## config.mk

```make
export PLATFORM = sky130hd
export DESIGN_NAME = http_host_header_validator
export DESIGN_NICKNAME = d
export VERILOG_FILES = /design/src/rtl/hhv_pkg.sv /design/src/rtl/http_host_header_validator.sv /design/src/rtl/hhv_step.sv
export SDC_FILE = /design/constraint.sdc
export NUM_CORES = 1
export LEC_CHECK = 0
export BUFFER_PORTS_ARGS = -buffer_cell sky130_fd_sc_hd__clkbuf_2
export CORE_MARGIN = 5
export CORE_UTILIZATION = 50
export CTS_BUF_LIST = sky130_fd_sc_hd__clkbuf_16
export DETAILED_ROUTE_END_ITERATION = 6
export PLACE_DENSITY_LB_ADDON = 0.05
export SLEW_MARGIN = 20
export SYNTH_ARGS = -nofsm -noshare
export SYNTH_HDL_FRONTEND = slang
export SYNTH_HIERARCHICAL = 1
export SYNTH_SLANG_ARGS = --single-unit
```

## constraint.sdc

```tcl
create_clock -name clk_i -period 8.15 [get_ports clk_i]
set_clock_uncertainty 0.2 [all_clocks]
set_input_delay 1.63 -clock clk_i [delete_from_list [all_inputs] [get_ports clk_i]]
set_output_delay 1.63 -clock clk_i [all_outputs]
set_load 0.1 [all_outputs]
```

## src/rtl/hhv_pkg.sv

```systemverilog
package hhv_pkg;

  // byte codes the parser reacts to
  localparam logic [7:0] CH_NUL     = 8'h00;
  localparam logic [7:0] CH_DOT     = 8'h2e;
  localparam logic [7:0] CH_COLON   = 8'h3a;
  localparam logic [7:0] CH_PERCENT = 8'h25;

  // host byte count saturates at min(max host length, 255)
  localparam int unsigned MaxHostLen = 255;
  localparam logic [7:0]  HOST_CAP   = (MaxHostLen < 255) ? 8'(MaxHostLen) : 8'd255;

  // octet digit count saturates here
  localparam logic [2:0] V4_CNT_MAX = 3'd4;

  typedef enum logic [1:0] {
    SEC_HOST = 2'd0,
    SEC_IPV4 = 2'd1,
    SEC_PORT = 2'd2
  } section_e;

  typedef struct packed {
    section_e    section;
    logic        v4_dead;
    logic [1:0]  v4_oct;
    logic [2:0]  v4_cnt;
    logic [7:0]  prior;
    logic        rn_alive;
    logic [1:0]  pct;
    logic [7:0]  host_bytes;
    logic        failed;
  } hhv_state_t;

  typedef struct packed {
    logic        valid_res;
    logic [7:0]  host_length;
    logic        has_port;
    logic        host_is_ipv4;
  } hhv_result_t;

  localparam hhv_state_t STATE_RST = '{
    section:    SEC_HOST,
    v4_dead:    1'b0,
    v4_oct:     2'd0,
    v4_cnt:     3'd0,
    prior:      8'd0,
    rn_alive:   1'b1,
    pct:        2'd0,
    host_bytes: 8'd0,
    failed:     1'b0
  };

  function automatic logic is_digit(logic [7:0] c);
    return c inside {[8'h30:8'h39]};
  endfunction

  function automatic logic is_hex(logic [7:0] c);
    return c inside {[8'h30:8'h39], [8'h41:8'h46], [8'h61:8'h66]};
  endfunction

  // unreserved and sub-delims
  function automatic logic is_regname_char(logic [7:0] c);
    return c inside {[8'h30:8'h39], [8'h41:8'h5a], [8'h61:8'h7a],
                     8'h2d, 8'h2e, 8'h5f, 8'h7e,
                     8'h21, 8'h24, 8'h26, 8'h27, 8'h28, 8'h29,
                     8'h2a, 8'h2b, 8'h2c, 8'h3b, 8'h3d};
  endfunction

endpackage

```

## src/rtl/http_host_header_validator.sv

```systemverilog
// Host header validator: one byte per word, a zero byte ends the value.
// Registers: an accepted word is loaded into the input register, and a terminator's
// result is loaded into the result register when the terminator advances, and is shown from there.
// Throughput: one word per cycle; a terminator waits only while an untaken
// result still sits in the result register, other bytes never wait.
// Reset: parser state returns to the start of a value, both registers empty.
module http_host_header_validator (
  input  logic       clk_i,
  input  logic       rst_ni,
  input  logic       in_valid_i,
  output logic       in_ready_o,
  input  logic [7:0] char_code_i,
  output logic       out_valid_o,
  input  logic       out_ready_i,
  output logic       valid_res_o,
  output logic [7:0] host_length_o,
  output logic       has_port_o,
  output logic       host_is_ipv4_o
);

  logic                 in_vld_q;
  logic [7:0]           char_q;
  hhv_pkg::hhv_state_t  st_q;
  hhv_pkg::hhv_state_t  st_d;
  hhv_pkg::hhv_result_t res_q;
  hhv_pkg::hhv_result_t res_d;
  logic                 out_vld_q;
  logic                 term;
  logic                 advance;

  hhv_step u_step (
    .char_i (char_q),
    .cur_i  (st_q),
    .nxt_o  (st_d),
    .term_o (term),
    .res_o  (res_d)
  );

  // a word moves on unless its result would overwrite a waiting one
  assign advance    = in_vld_q && (!term || !out_vld_q || out_ready_i);
  assign in_ready_o = !in_vld_q || advance;

  // input register
  always_ff @(posedge clk_i or negedge rst_ni) begin
    if (!rst_ni) begin
      in_vld_q <= 1'b0;
    end else if (in_ready_o) begin
      in_vld_q <= in_valid_i;
    end
  end

  always_ff @(posedge clk_i) begin
    if (in_ready_o && in_valid_i) begin
      char_q <= char_code_i;
    end
  end

  // parser state
  always_ff @(posedge clk_i or negedge rst_ni) begin
    if (!rst_ni) begin
      st_q <= hhv_pkg::STATE_RST;
    end else if (advance) begin
      st_q <= st_d;
    end
  end

  // result register
  always_ff @(posedge clk_i or negedge rst_ni) begin
    if (!rst_ni) begin
      out_vld_q <= 1'b0;
    end else if (advance && term) begin
      out_vld_q <= 1'b1;
    end else if (out_ready_i) begin
      out_vld_q <= 1'b0;
    end
  end

  always_ff @(posedge clk_i) begin
    if (advance && term) begin
      res_q <= res_d;
    end
  end

  assign out_valid_o    = out_vld_q;
  assign valid_res_o    = res_q.valid_res;
  assign host_length_o  = res_q.host_length;
  assign has_port_o     = res_q.has_port;
  assign host_is_ipv4_o = res_q.host_is_ipv4;

endmodule

```

## src/rtl/hhv_step.sv

```systemverilog
module hhv_step (
  input  logic [7:0]          char_i,
  input  hhv_pkg::hhv_state_t cur_i,
  output hhv_pkg::hhv_state_t nxt_o,
  output logic                term_o,
  output hhv_pkg::hhv_result_t res_o
);

  logic       octet_ok;
  logic       fit;
  logic [3:0] dig;
  logic [3:0] d1;
  logic [3:0] d2;
  logic [7:0] tk_prior;
  logic [2:0] tk_cnt;
  logic [7:0] host_inc;
  logic       valid;
  logic       committed;

  // digit value and current octet status
  assign dig      = char_i[3:0];
  assign d1       = cur_i.prior[7:4];
  assign d2       = cur_i.prior[3:0];
  assign octet_ok = (cur_i.v4_cnt == 3'd1) || (cur_i.v4_cnt == 3'd2) ||
                    ((cur_i.v4_cnt == 3'd3) && (cur_i.prior == 8'd1));
  assign fit      = (d1 == 4'd1) ||
                    ((d1 == 4'd2) && ((d2 <= 4'd4) || ((d2 == 4'd5) && (dig <= 4'd5))));
  assign committed = !cur_i.v4_dead && (cur_i.v4_oct == 2'd3) && (cur_i.v4_cnt != 3'd0);
  assign host_inc = (cur_i.host_bytes < hhv_pkg::HOST_CAP) ? cur_i.host_bytes + 8'd1
                                                            : cur_i.host_bytes;

  // effect of one more octet digit
  always_comb begin
    case (cur_i.v4_cnt)
      3'd0:    tk_prior = {dig, 4'd0};
      3'd1:    tk_prior = cur_i.prior | {4'd0, dig};
      3'd2:    tk_prior = fit ? 8'd1 : 8'd0;
      default: tk_prior = cur_i.prior;
    endcase
    tk_cnt = (cur_i.v4_cnt < hhv_pkg::V4_CNT_MAX) ? cur_i.v4_cnt + 3'd1
                                                  : hhv_pkg::V4_CNT_MAX;
  end

  // verdict on the terminator
  always_comb begin
    case (cur_i.section)
      hhv_pkg::SEC_PORT: valid = 1'b1;
      hhv_pkg::SEC_IPV4: valid = octet_ok;
      hhv_pkg::SEC_HOST: valid = cur_i.rn_alive && (cur_i.pct == 2'd0);
      default:           valid = 1'b0;
    endcase
    if (cur_i.failed) begin
      valid = 1'b0;
    end
    term_o             = (char_i == hhv_pkg::CH_NUL);
    res_o.valid_res    = valid;
    res_o.host_length  = valid ? cur_i.host_bytes : 8'd0;
    res_o.has_port     = valid && (cur_i.section == hhv_pkg::SEC_PORT);
    res_o.host_is_ipv4 = valid && ((cur_i.section == hhv_pkg::SEC_IPV4) ||
                                   ((cur_i.section == hhv_pkg::SEC_PORT) && committed));
  end

  // state update for one word
  always_comb begin
    nxt_o = cur_i;
    if (char_i == hhv_pkg::CH_NUL) begin
      nxt_o = hhv_pkg::STATE_RST;
    end else if (!cur_i.failed) begin
      case (cur_i.section)
        hhv_pkg::SEC_PORT: begin
          if (!hhv_pkg::is_digit(char_i)) begin
            nxt_o.failed = 1'b1;
          end
        end
        hhv_pkg::SEC_IPV4: begin
          if (hhv_pkg::is_digit(char_i)) begin
            nxt_o.prior      = tk_prior;
            nxt_o.v4_cnt     = tk_cnt;
            nxt_o.host_bytes = host_inc;
          end else if ((char_i == hhv_pkg::CH_COLON) && octet_ok) begin
            nxt_o.section = hhv_pkg::SEC_PORT;
          end else begin
            nxt_o.failed = 1'b1;
          end
        end
        hhv_pkg::SEC_HOST: begin
          if (char_i == hhv_pkg::CH_COLON) begin
            nxt_o.v4_dead = 1'b1;
            if (cur_i.rn_alive && (cur_i.pct == 2'd0)) begin
              nxt_o.section = hhv_pkg::SEC_PORT;
            end else begin
              nxt_o.failed = 1'b1;
            end
          end else begin
            // dotted address track
            if (!cur_i.v4_dead) begin
              if (hhv_pkg::is_digit(char_i)) begin
                nxt_o.prior  = tk_prior;
                nxt_o.v4_cnt = tk_cnt;
                if (cur_i.v4_oct == 2'd3) begin
                  nxt_o.section = hhv_pkg::SEC_IPV4;
                end
              end else if ((char_i == hhv_pkg::CH_DOT) && (cur_i.v4_oct != 2'd3) &&
                           octet_ok) begin
                nxt_o.prior  = 8'd0;
                nxt_o.v4_oct = cur_i.v4_oct + 2'd1;
                nxt_o.v4_cnt = 3'd0;
              end else begin
                nxt_o.v4_dead = 1'b1;
              end
            end
            // reg-name track with percent escapes
            if (cur_i.pct != 2'd0) begin
              if (hhv_pkg::is_hex(char_i)) begin
                nxt_o.pct = (cur_i.pct == 2'd1) ? 2'd2 : 2'd0;
              end else begin
                nxt_o.rn_alive = 1'b0;
              end
            end else if (char_i == hhv_pkg::CH_PERCENT) begin
              nxt_o.pct = 2'd1;
            end else if (!hhv_pkg::is_regname_char(char_i)) begin
              nxt_o.rn_alive = 1'b0;
            end
            nxt_o.host_bytes = host_inc;
            if ((nxt_o.section == hhv_pkg::SEC_HOST) && !nxt_o.rn_alive && nxt_o.v4_dead) begin
              nxt_o.failed = 1'b1;
            end
          end
        end
        default: begin
          nxt_o.failed = 1'b1;
        end
      endcase
    end
  end

endmodule

```

==> results of run 1 <==
## synthesized netlist by cell type, drive strengths merged, types with 10 or more instances
master	instances
nand2	47
edfxtp	19
buf	21
o21ai	15
a21oi	23
inv	10
nor3	10
o211ai	28
nand2b	33
nand4b	29
nand3	15
nor2	24
clkbuf	16
dfrtp	29
## worst min-delay path by stage
stage              from        to  slack [ps]
2_1_floorplan   st_q[8]   st_q[8]         290
3_3_place_gp   st_q[11]  st_q[11]         320
3_5_place_dp   st_q[11]  st_q[11]         340
5_1_grt        st_q[11]  st_q[11]         390
4_1_cts        st_q[11]  st_q[11]         360
6_report       st_q[11]  st_q[11]         360
## placed cells by master (no fill, tap or decap), drive strengths merged, types with 8 or more instances in the layout
cell / instances
and2: 8
nor3: 10
a21oi: 23
clkbuf: 29
nand2: 47
nand3: 15
nand2b: 33
edfxtp: 19
a31oi: 8
nand4: 9
o211ai: 28
nor2: 24
inv: 11
o21ai: 15
nand4b: 29
dfrtp: 29
## metrics by stage
stage	cells	area [µm²]	hold WS (ps)	utilization	total power, µW
after floorplan	443	3940	293	-	573
final	544	4180	356	0.544	893
after global placement	536	4020	325	0.522	651
after CTS	544	4180	357	0.544	891
after detailed placement	536	4020	343	0.522	650
after global routing	544	4180	385	0.544	948
## state kept, by name, summed over array words and instances (netlist names)
name and cells:
out_valid_o 1, valid_res_o 1, in_vld_q 1, st_q 28
char_q 8, host_is_ipv4_o 1, has_port_o 1, host_length_o 8
## area by class of cell
type	instances	area (µm²)	share of cell area
Timing Repair Buffer	28	150	0.0359
Tap cell	102	128	0.0305
Inverter	10	37.5	0.00897
Clock inverter	3	42.5	0.0102
Clock buffer	5	125	0.0299
Sequential cell	49	1320	0.316
Multi-Input combinational cell	347	2380	0.568
## where the power goes
group	switching, µW	internal, µW	leakage, µW
Clock	93.6	144	0.0000852
Combinational	149	115	0.000930
Sequential	94.5	297	0.000554
## per-layer routing
metal / vias to the layer above / GRT usage
li1: 1687 / -
met1: 1754 / 0.319
met2: 174 / 0.339
met3: 15 / 0.0333
met4: 0 / 0.0620
met5: - / 0
## kinds of logic after synthesis
logic type                 count (synthesis)  share of synthesized area
muxes                                      1                    0.00254
xor gates and xnor gates                   6                     0.0134
AOI/OAI and AO/OA                        122                      0.244
adders and majority gates                  6                     0.0191
and+or+nand+nor                          212                      0.325
buffers and inverters                     47                     0.0598
DFF                                       49                      0.336
## worst reg2reg max path: stages (launching register included)
cell and delay (ps):
edfxtp_1 580, or4_1 590, nor2_1 110, nand2_1 320, inv_2 810, nand2_1 260
nor2_1 840
==> insert_results.sql, run 1 <==
INSERT INTO impl_metrics (metric_group, metric, value, unit) VALUES
('run_status', 'run_status', 'finished, final reports clean', ''),
('clocking', 'cts.repair_timing.setup_buffer_count', '0', ''),
('logic_synthesis', 'synthDistinctLibCells', '72', ''),
('logic_synthesis', 'synth-main-ff-cell', 'dfrtp_1', ''),
('logic_synthesis', 'synthesis.instances', '443', ''),
('route', 'remaining_drc_errors', '0', ''),
('sta', 'final_hold_viol_count', '0', ''),
('clocking', 'clock_tree.htree_level_count', '2', ''),
('grt', 'total_congestion_overflow', '0', ''),
('power', 'ir_drop', '0.0979', 'mV'),
('logic_synthesis', 'yosys.area.top_type_share', '0.184', ''),
('worst_setup_path', 'path_buf_inv', '2', ''),
('logic_synthesis', 'syn_nets', '461', ''),
('layout', 'fillers', '716', ''),
('sta', 'fmax', '0.195', 'GHz'),
('worst_setup_path', 'worst_reg2reg_path_depth', '6', ''),
('sta', 'finalMaxSlewViolations', '0', ''),
('worst_setup_path', 'data_arrival_at_the_endpoint_of_the_critical_path', '3310', 'ps'),
('route', 'wl_per_cell', '19.4', 'µm'),
('die', 'row_count', '32', ''),
('logic_synthesis', 'async_reset_ff_frac', '0.612', ''),
('logic_synthesis', 'syn_area', '3940', 'µm²'),
('power', 'static-leakage-power', '0.00157', 'µW'),
('sta', 'finalWorstSetupSlack', '3010', 'ps'),
('die', 'initial_core_util', '0.512', ''),
('clocking', 'cts_resized', '0', ''),
('worst_setup_path', 'cpMaxStageDelayCell', 'inv_2', ''),
('layout', 'drive_above_1_share', '0.154', ''),
('clocking', 'tritoncts.num_buffers', '5', ''),
('worst_setup_path', 'timing.critical_path.cells', 'or4_1 -> nor2_1 -> nand2_1 -> inv_2 -> nand3_1 -> clkbuf_2', ''),
('sta', 'final.period_utilization', '0.631', ''),
('die', 'dieArea', '9740', 'µm²'),
('die', 'fp.dieH', '98.7', 'µm'),
('job', 'drv_cap', '0', ''),
('worst_setup_path', 'required', '6320', 'ps'),
('place', 'place.detailed.hpwl', '7.08', 'mm'),
('worst_setup_path', 'worst_setup_path_startpoint', 'char_q[2]', ''),
('logic_synthesis', 'synth_seq_area_share', '0.336', ''),
('grt', 'via_count_of_the_first_global_routing_pass', '3349', ''),
('min_path', 'whs_path_depth', '2', ''),
('sta', 'final_count_of_negative_setup_slack_endpoints', '0', ''),
('route', 'maxUsedRoutingLayer', 'met4', ''),
('die', 'dieWidth', '98.7', 'µm'),
('place', 'place_ws', '3400', 'ps'),
('route', 'met2_wirelength', '4.76', 'mm'),
('route', 'viasPerCell', '6.67', ''),
('route', 'm1WireLength', '4.93', 'mm'),
('clocking', 'tritoncts_num_sinks', '49', ''),
('worst_setup_path', 'crit_path_max_fanout', '52', ''),
('clocking', 'worstSkewPairLatency', '290', 'ps'),
('logic_synthesis', 'synth_area_per_cell', '8.88', 'µm²'),
('logic_synthesis', 'synth_top_cells_by_area', 'dfrtp_1 (18%), edfxtp_1 (14%), nand4b_1 (6.5%), o211ai_2 (6.4%), nand2b_1 (5.2%)', ''),
('route', 'route.final.wire_length', '10.5', 'mm'),
('worst_setup_path', 'critical-path-top-delay-family', 'buffers and inverters', ''),
('layout', 'area.growth.synth_to_final', '6.30', '%'),
('sta', 'grt_setup_unrepaired', 'no', ''),
('logic_synthesis', 'synth_edf_count', '19', ''),
('clocking', 'clk_root_buffer_cell', 'clkbuf_16', ''),
('worst_setup_path', 'endpoint', 'in_ready_o', ''),
('min_path', 'min-delay-path-class', 'reg2reg', ''),
('sta', 'tightest_slew', '1090', 'ps'),
('route', 'detailroute.wirelength.met3', '774', 'µm'),
('grt', 'antenna_violations_before_repair', '0', ''),
('worst_setup_path', 'cp-end-kind', 'output port', ''),
('route', 'first_iter_violations', '435', ''),
('worst_setup_path', 'start_kind', 'register', ''),
('die', 'io_pins', '25', ''),
('logic_synthesis', 'ys_warn_count', '6', ''),
('worst_setup_path', 'timing.critical_path.slowest_cell_delay', '810', 'ps'),
('die', 'core', '7690', 'µm²'),
('route', 'number_of_vias_in_the_routed_layout', '3630', '');
No activity file was read; power rests on OpenSTA's default activity.
==> run 2, diff against run 1 <==
- clock period: 8.15 -> 5.3 ns (I/O delays scaled with it)
==> run 2 against run 1 <==
Compared with the run above: combinational power is 52% higher; clock power is 56% higher; core utilization is 0.24 points higher; global-route usage is 0.079 points lower; routed wire length is 0.48% higher; power is 54% higher; sequential cell count stayed put; sequential share of layout area is 0.14 points lower; sequential power is 54% higher; largest power group unchanged.
==> insert_results.sql, run 2 (synthesis gave the netlist of run 1 again) <==
INSERT INTO impl_metrics (metric_group, metric, value, unit) VALUES
('run_status', 'run_status', 'finished, final reports clean', ''),
('power', 'ir_drop', '0.180', 'mV'),
('worst_setup_path', 'cp-end-kind', 'output port', ''),
('clocking', 'clockBufferDepth', '2', ''),
('clocking', 'tritoncts_num_sinks', '49', ''),
('sta', 'fmax', '0.233', 'GHz'),
('die', 'core', '7690', 'µm²'),
('layout', 'drive_above_1_share', '0.160', ''),
('grt', 'grt_first_pass_wirelength', '17.5', 'mm'),
('route', 'viasPerCell', '6.57', ''),
('route', 'drt_first_pass_iters', '6', ''),
('layout', 'diodes', '0', ''),
('route', 'ant_nets', '0', ''),
('layout', 'layout_net_count', '461', ''),
('min_path', 'min-delay-path-class', 'reg2reg', ''),
('worst_setup_path', 'start_kind', 'register', ''),
('die', 'fp.dieH', '98.7', 'µm'),
('job', 'drv_cap', '0', ''),
('layout', 'largest_reg_flops', '28', ''),
('clocking', 'tritoncts.num_buffers', '5', ''),
('worst_setup_path', 'critPathKind', 'reg2out', ''),
('sta', 'final_hold_viol_count', '0', ''),
('worst_setup_path', 'critical-path-top-delay-family', 'simple AND/OR/NAND/NOR gates', ''),
('grt', 'total_congestion_overflow', '0', ''),
('sta', 'final_count_of_negative_setup_slack_endpoints', '0', ''),
('power', 'static-leakage-power', '0.00157', 'µW'),
('worst_setup_path', 'crit_path_max_fanout', '24', ''),
('clocking', 'cts-hold-fix-buffers', '0', ''),
('worst_setup_path', 'cpMaxStageDelayCell', 'or4_1', ''),
('die', 'dieWidth', '98.7', 'µm'),
('power', 'power.density', '327', 'nW/µm²'),
('die', 'row_count', '32', ''),
('sta', 'relative_slew_margins', '0.294', ''),
('clocking', 'clkSlewWorstSetupHoldPaths', '70', 'ps'),
('clocking', 'worstSkewPairLatency', '290', 'ps'),
('clocking', 'cts_resized', '0', ''),
('route', 'wl_per_cell', '19.4', 'µm'),
('die', 'dieArea', '9740', 'µm²'),
('route', 'number_of_vias_in_the_routed_layout', '3588', ''),
('layout', 'largest-register', 'st_q', ''),
('place', 'postPlaceCellArea', '4030', 'µm²'),
('clocking', 'cts.repair_timing.setup_buffer_count', '0', ''),
('worst_setup_path', 'required', '4040', 'ps'),
('sta', 'setup-tns-final', '0', 'ps'),
('sta', 'final.period_utilization', '0.811', ''),
('sta', 'layout_min_cycle_time', '4300', 'ps'),
('die', 'initial_core_util', '0.512', ''),
('layout', 'leading_cell_type_in_the_layout_fill_and_taps_excluded', 'nand2_1', ''),
('sta', 'finalMaxSlewViolations', '0', ''),
('route', 'route.final.wire_length', '10.6', 'mm'),
('layout', 'postLayoutCellArea', '4200', 'µm²'),
('clocking', 'clock_tree.htree_level_count', '2', ''),
('worst_setup_path', 'data_arrival_at_the_endpoint_of_the_critical_path', '3040', 'ps'),
('clocking', 'cts_tree', 'built', ''),
('route', 'first_iter_violations', '323', ''),
('layout', 'area.growth.synth_to_final', '6.77', '%'),
('grt', 'maximum_number_of_pins_on_one_net_before_global_route_repair', '58', ''),
('grt', 'grt_util_overall', '0.218', ''),
('sta', 'tightest_slew', '1060', 'ps'),
('layout', 'most_frequent_cells_in_the_layout', 'nand2_1 (47), nand2b_1 (33), nand4b_1 (29), dfrtp_1 (29), clkbuf_2 (24)', ''),
('sta', 'grt_setup_unrepaired', 'no', ''),
('place', 'port-buffer-count', '24', ''),
('die', 'io_pins', '25', ''),
('layout', 'fillers', '714', ''),
('grt', 'antenna_violations_before_repair', '0', ''),
('clocking', 'clk_root_buffer_cell', 'clkbuf_16', ''),
('grt', 'via_count_of_the_first_global_routing_pass', '3377', ''),
('place', 'gp_congestion', '0.908', ''),
('worst_setup_path', 'path_buf_inv', '2', ''),
('worst_setup_path', 'timing.critical_path.cells', 'or4_1 -> nor2_1 -> nand2_1 -> inv_2 -> nand3_1 -> clkbuf_2', ''),
('place', 'place.detailed.hpwl', '7.25', 'mm'),
('worst_setup_path', 'timing.critical_path.slowest_cell_delay', '590', 'ps'),
('route', 'remaining_drc_errors', '0', '');
[run 2: cell count changes in the layout (fill, tap and decap cells not counted)]
cell	before	now
buf_4	4	6
clkinvlp_4	0	1
inv_1	10	9
[run 2: worst reg2reg max path, stage by stage (launching register included)]
cell      delay, ps
edfxtp_1        580
or4_1           590
nor2_1          110
nand2_1         350
inv_2           520
and3b_1         730
buf_4           390
o211ai_1        140
[run 2: final timing paths]
path	startpoint	slack, ps	depth (start not counted)	end
worst max-delay path	char_q[2]	1000	6	in_ready_o
worst min-delay path	st_q[11]	350	2	st_q[11]
worst max register to register	char_q[2]	1570	7	st_q[0]
worst min register to register	st_q[11]	350	2	st_q[11]
max in group asynchronous	rst_ni	3760	1	st_q[7]
min in group asynchronous	rst_ni	640	1	st_q[14]
[run 2: power by group]
part	switching, µW	internal [µW]	total [µW]
Clock	149	224	372
Sequential	145	457	602
Combinational	225	176	401
Total	518	857	1380
[run 2: final cells by class]
type	count	area, µm²	share of cell area
Tap cell	102	128	0.0304
Clock inverter	3	46.3	0.0110
Sequential cell	49	1320	0.315
Timing Repair Buffer	30	165	0.0393
Inverter	10	37.5	0.00893
Clock buffer	5	125	0.0298
Multi-Input combinational cell	347	2380	0.566
[run 2: per-layer routing]
layer / GRT usage / wire length, µm / vias to the layer above
met5: 0 / 0 / -
met4: 0.0683 / 232 / 0
met3: 0.0396 / 709 / 23
met2: 0.320 / 4550 / 142
met1: 0.326 / 5100 / 1735
li1: - / - / 1688
[run 2: per-stage QoR]
step | hold WS, ps | std cells | power (µW) | setup WS, ps | util
4_1_cts | 351 | 546 | 1370 | 1080 | 0.547
5_1_grt | 369 | 546 | 1460 | 941 | 0.547
2_1_floorplan | 293 | 443 | 881 | 1320 | -
3_3_place_gp | 319 | 538 | 992 | 1460 | 0.524
3_5_place_dp | 341 | 538 | 997 | 1400 | 0.524
6_report | 348 | 546 | 1380 | 1000 | 0.547
==> run 3, diff against run 2 <==
- clock period: 5.3 -> 3.8 ns (I/O delays scaled with it)
==> run 3 against run 2 <==
Compared with the run above: via count increased by 2.3%; power increased by 35%; critical path depth unchanged; core utilization increased by 0.41 points; count of clock-buffer cells in the layout unchanged; sequential power increased by 39%; routed wire length increased by 0.82%; hold slack got worse by 2.5 ps.
==> insert_results.sql, run 3 (synthesis gave the netlist of run 1 again) <==
INSERT INTO impl_metrics (metric_group, metric, value, unit) VALUES
('die', 'core', '7690', 'µm²'),
('place', 'port-buffer-count', '24', ''),
('layout', 'largest-register', 'st_q', ''),
('route', 'route.final.wire_length', '10.7', 'mm'),
('sta', 'relative_slew_margins', '0.446', ''),
('worst_setup_path', 'data_arrival_at_the_endpoint_of_the_critical_path', '2340', 'ps'),
('run_status', 'run_status', 'finished, final reports clean', ''),
('worst_setup_path', 'critPathKind', 'reg2out', ''),
('sta', 'setup-tns-final', '0', 'ps'),
('route', 'viasPerCell', '6.66', ''),
('worst_setup_path', 'required', '2840', 'ps'),
('clocking', 'clockBufferDepth', '2', ''),
('clocking', 'cts.repair_timing.setup_buffer_count', '0', ''),
('grt', 'maximum_number_of_pins_on_one_net_before_global_route_repair', '41', ''),
('worst_setup_path', 'timing.critical_path.cells', 'or4_1 -> nor2_1 -> nand2_1 -> inv_2 -> nand3_1 -> buf_12', ''),
('clocking', 'cts_tree', 'built', ''),
('layout', 'drive_above_1_share', '0.169', ''),
('min_path', 'min-delay-path-class', 'reg2reg', ''),
('sta', 'final.period_utilization', '0.868', ''),
('grt', 'via_count_of_the_first_global_routing_pass', '3304', ''),
('layout', 'layout_net_count', '466', ''),
('worst_setup_path', 'timing.critical_path.slowest_cell_delay', '600', 'ps'),
('clocking', 'cts-hold-fix-buffers', '0', ''),
('route', 'ant_nets', '0', ''),
('die', 'dieWidth', '98.7', 'µm'),
('grt', 'total_congestion_overflow', '0', ''),
('clocking', 'worstSkewPairLatency', '290', 'ps'),
('power', 'power.density', '439', 'nW/µm²'),
('die', 'dieArea', '9740', 'µm²'),
('clocking', 'clock_tree.htree_level_count', '2', ''),
('sta', 'final_hold_viol_count', '0', ''),
('route', 'remaining_drc_errors', '0', ''),
('clocking', 'clk_root_buffer_cell', 'clkbuf_16', ''),
('clocking', 'clkSlewWorstSetupHoldPaths', '70', 'ps'),
('layout', 'leading_cell_type_in_the_layout_fill_and_taps_excluded', 'nand2_1', ''),
('worst_setup_path', 'start_kind', 'register', ''),
('sta', 'grt_setup_unrepaired', 'no', ''),
('sta', 'finalMaxSlewViolations', '0', ''),
('place', 'postPlaceCellArea', '4080', 'µm²'),
('route', 'first_iter_violations', '408', ''),
('sta', 'tightest_slew', '831', 'ps'),
('grt', 'grt_first_pass_wirelength', '17.5', 'mm'),
('layout', 'diodes', '0', ''),
('clocking', 'tritoncts.num_buffers', '5', ''),
('power', 'total_power', '1860', 'µW'),
('layout', 'most_frequent_cells_in_the_layout', 'nand2_1 (47), nand2b_1 (33), nand4b_1 (29), dfrtp_1 (29)', ''),
('power', 'static-leakage-power', '0.00160', 'µW'),
('clocking', 'tritoncts_num_sinks', '49', ''),
('route', 'wl_per_cell', '19.4', 'µm'),
('worst_setup_path', 'cp-end-kind', 'output port', ''),
('clocking', 'cts_resized', '0', ''),
('grt', 'antenna_violations_before_repair', '0', ''),
('die', 'fp.dieH', '98.7', 'µm'),
('worst_setup_path', 'critical-path-top-delay-family', 'simple AND/OR/NAND/NOR gates', ''),
('job', 'drv_cap', '0', ''),
('layout', 'largest_reg_flops', '28', ''),
('sta', 'final_count_of_negative_setup_slack_endpoints', '0', ''),
('grt', 'grt_util_overall', '0.221', ''),
('layout', 'area.growth.synth_to_final', '7.57', '%'),
('worst_setup_path', 'path_buf_inv', '2', ''),
('sta', 'fmax', '0.303', 'GHz'),
('route', 'number_of_vias_in_the_routed_layout', '3672', ''),
('die', 'row_count', '32', ''),
('place', 'gp_congestion', '0.933', ''),
('place', 'place.detailed.hpwl', '7.33', 'mm'),
('die', 'io_pins', '25', ''),
('route', 'drt_first_pass_iters', '5', ''),
('sta', 'layout_min_cycle_time', '3300', 'ps'),
('power', 'ir_drop', '0.283', 'mV'),
('die', 'initial_core_util', '0.512', ''),
('worst_setup_path', 'cpMaxStageDelayCell', 'or4_1', ''),
('worst_setup_path', 'crit_path_max_fanout', '15', ''),
('layout', 'postLayoutCellArea', '4230', 'µm²');
[run 3: cell types whose count changed in the layout (fill, tap and decap cells not counted)]
cell / change
clkbuf_2: -1
buf_12: +1
bufinv_16: -1
inv_6: +1
buf_4: +5
[run 3: power by group]
part	switching (µW)	total [µW]	internal, µW
registers	199	836	637
clock network	219	467	248
logic	306	555	249
[run 3: routing by layer]
| metal | up-vias | wire length [µm] | track usage |
|---|---|---|---|
| met5 | - | 0 | 0 |
| met4 | 0 | 144 | 0.0651 |
| met3 | 17 | 787 | 0.0361 |
| met2 | 161 | 4700 | 0.325 |
| met1 | 1792 | 5040 | 0.332 |
| li1 | 1702 | - | - |
[run 3: final cells by class]
type                    instances  area, µm²
clock inverters                 3       25.0
clock buffers                   5        125
repair buffers                 35        218
fillers                       753       3450
inverters                      10       37.5
multi-input cells             347       2380
flip-flops and latches         49       1320
well taps                     102        128
[run 3: path summary, 6_finish.rpt]
check                           from  cells past startpoint  slack, ps          to
min reg2reg                 st_q[11]                      2        350    st_q[11]
max in group asynchronous     rst_ni                      1       2530    st_q[26]
max reg2reg                char_q[2]                     10        790    st_q[20]
min                         st_q[11]                      2        350    st_q[11]
max                        char_q[2]                      6        500  in_ready_o
min in group asynchronous     rst_ni                      1        360    st_q[15]
[run 3: worst reg2reg max path: cells and delay by family (launching register included)]
| family | cells | cell delay [ps] |
|---|---|---|
| flops | 1 | 590 |
| compound gates | 2 | 210 |
| buf+inv | 2 | 660 |
| simple gates | 6 | 1230 |
[run 3: per-stage QoR]
stage / util / std cells / hold slack (ps) / setup slack (ps)
floorplan: - / 443 / 264 / 123
global placement: 0.531 / 543 / 326 / 898
detailed placement: 0.531 / 543 / 336 / 840
CTS: 0.551 / 551 / 346 / 519
global route: 0.551 / 551 / 370 / 367
finish: 0.551 / 551 / 346 / 502
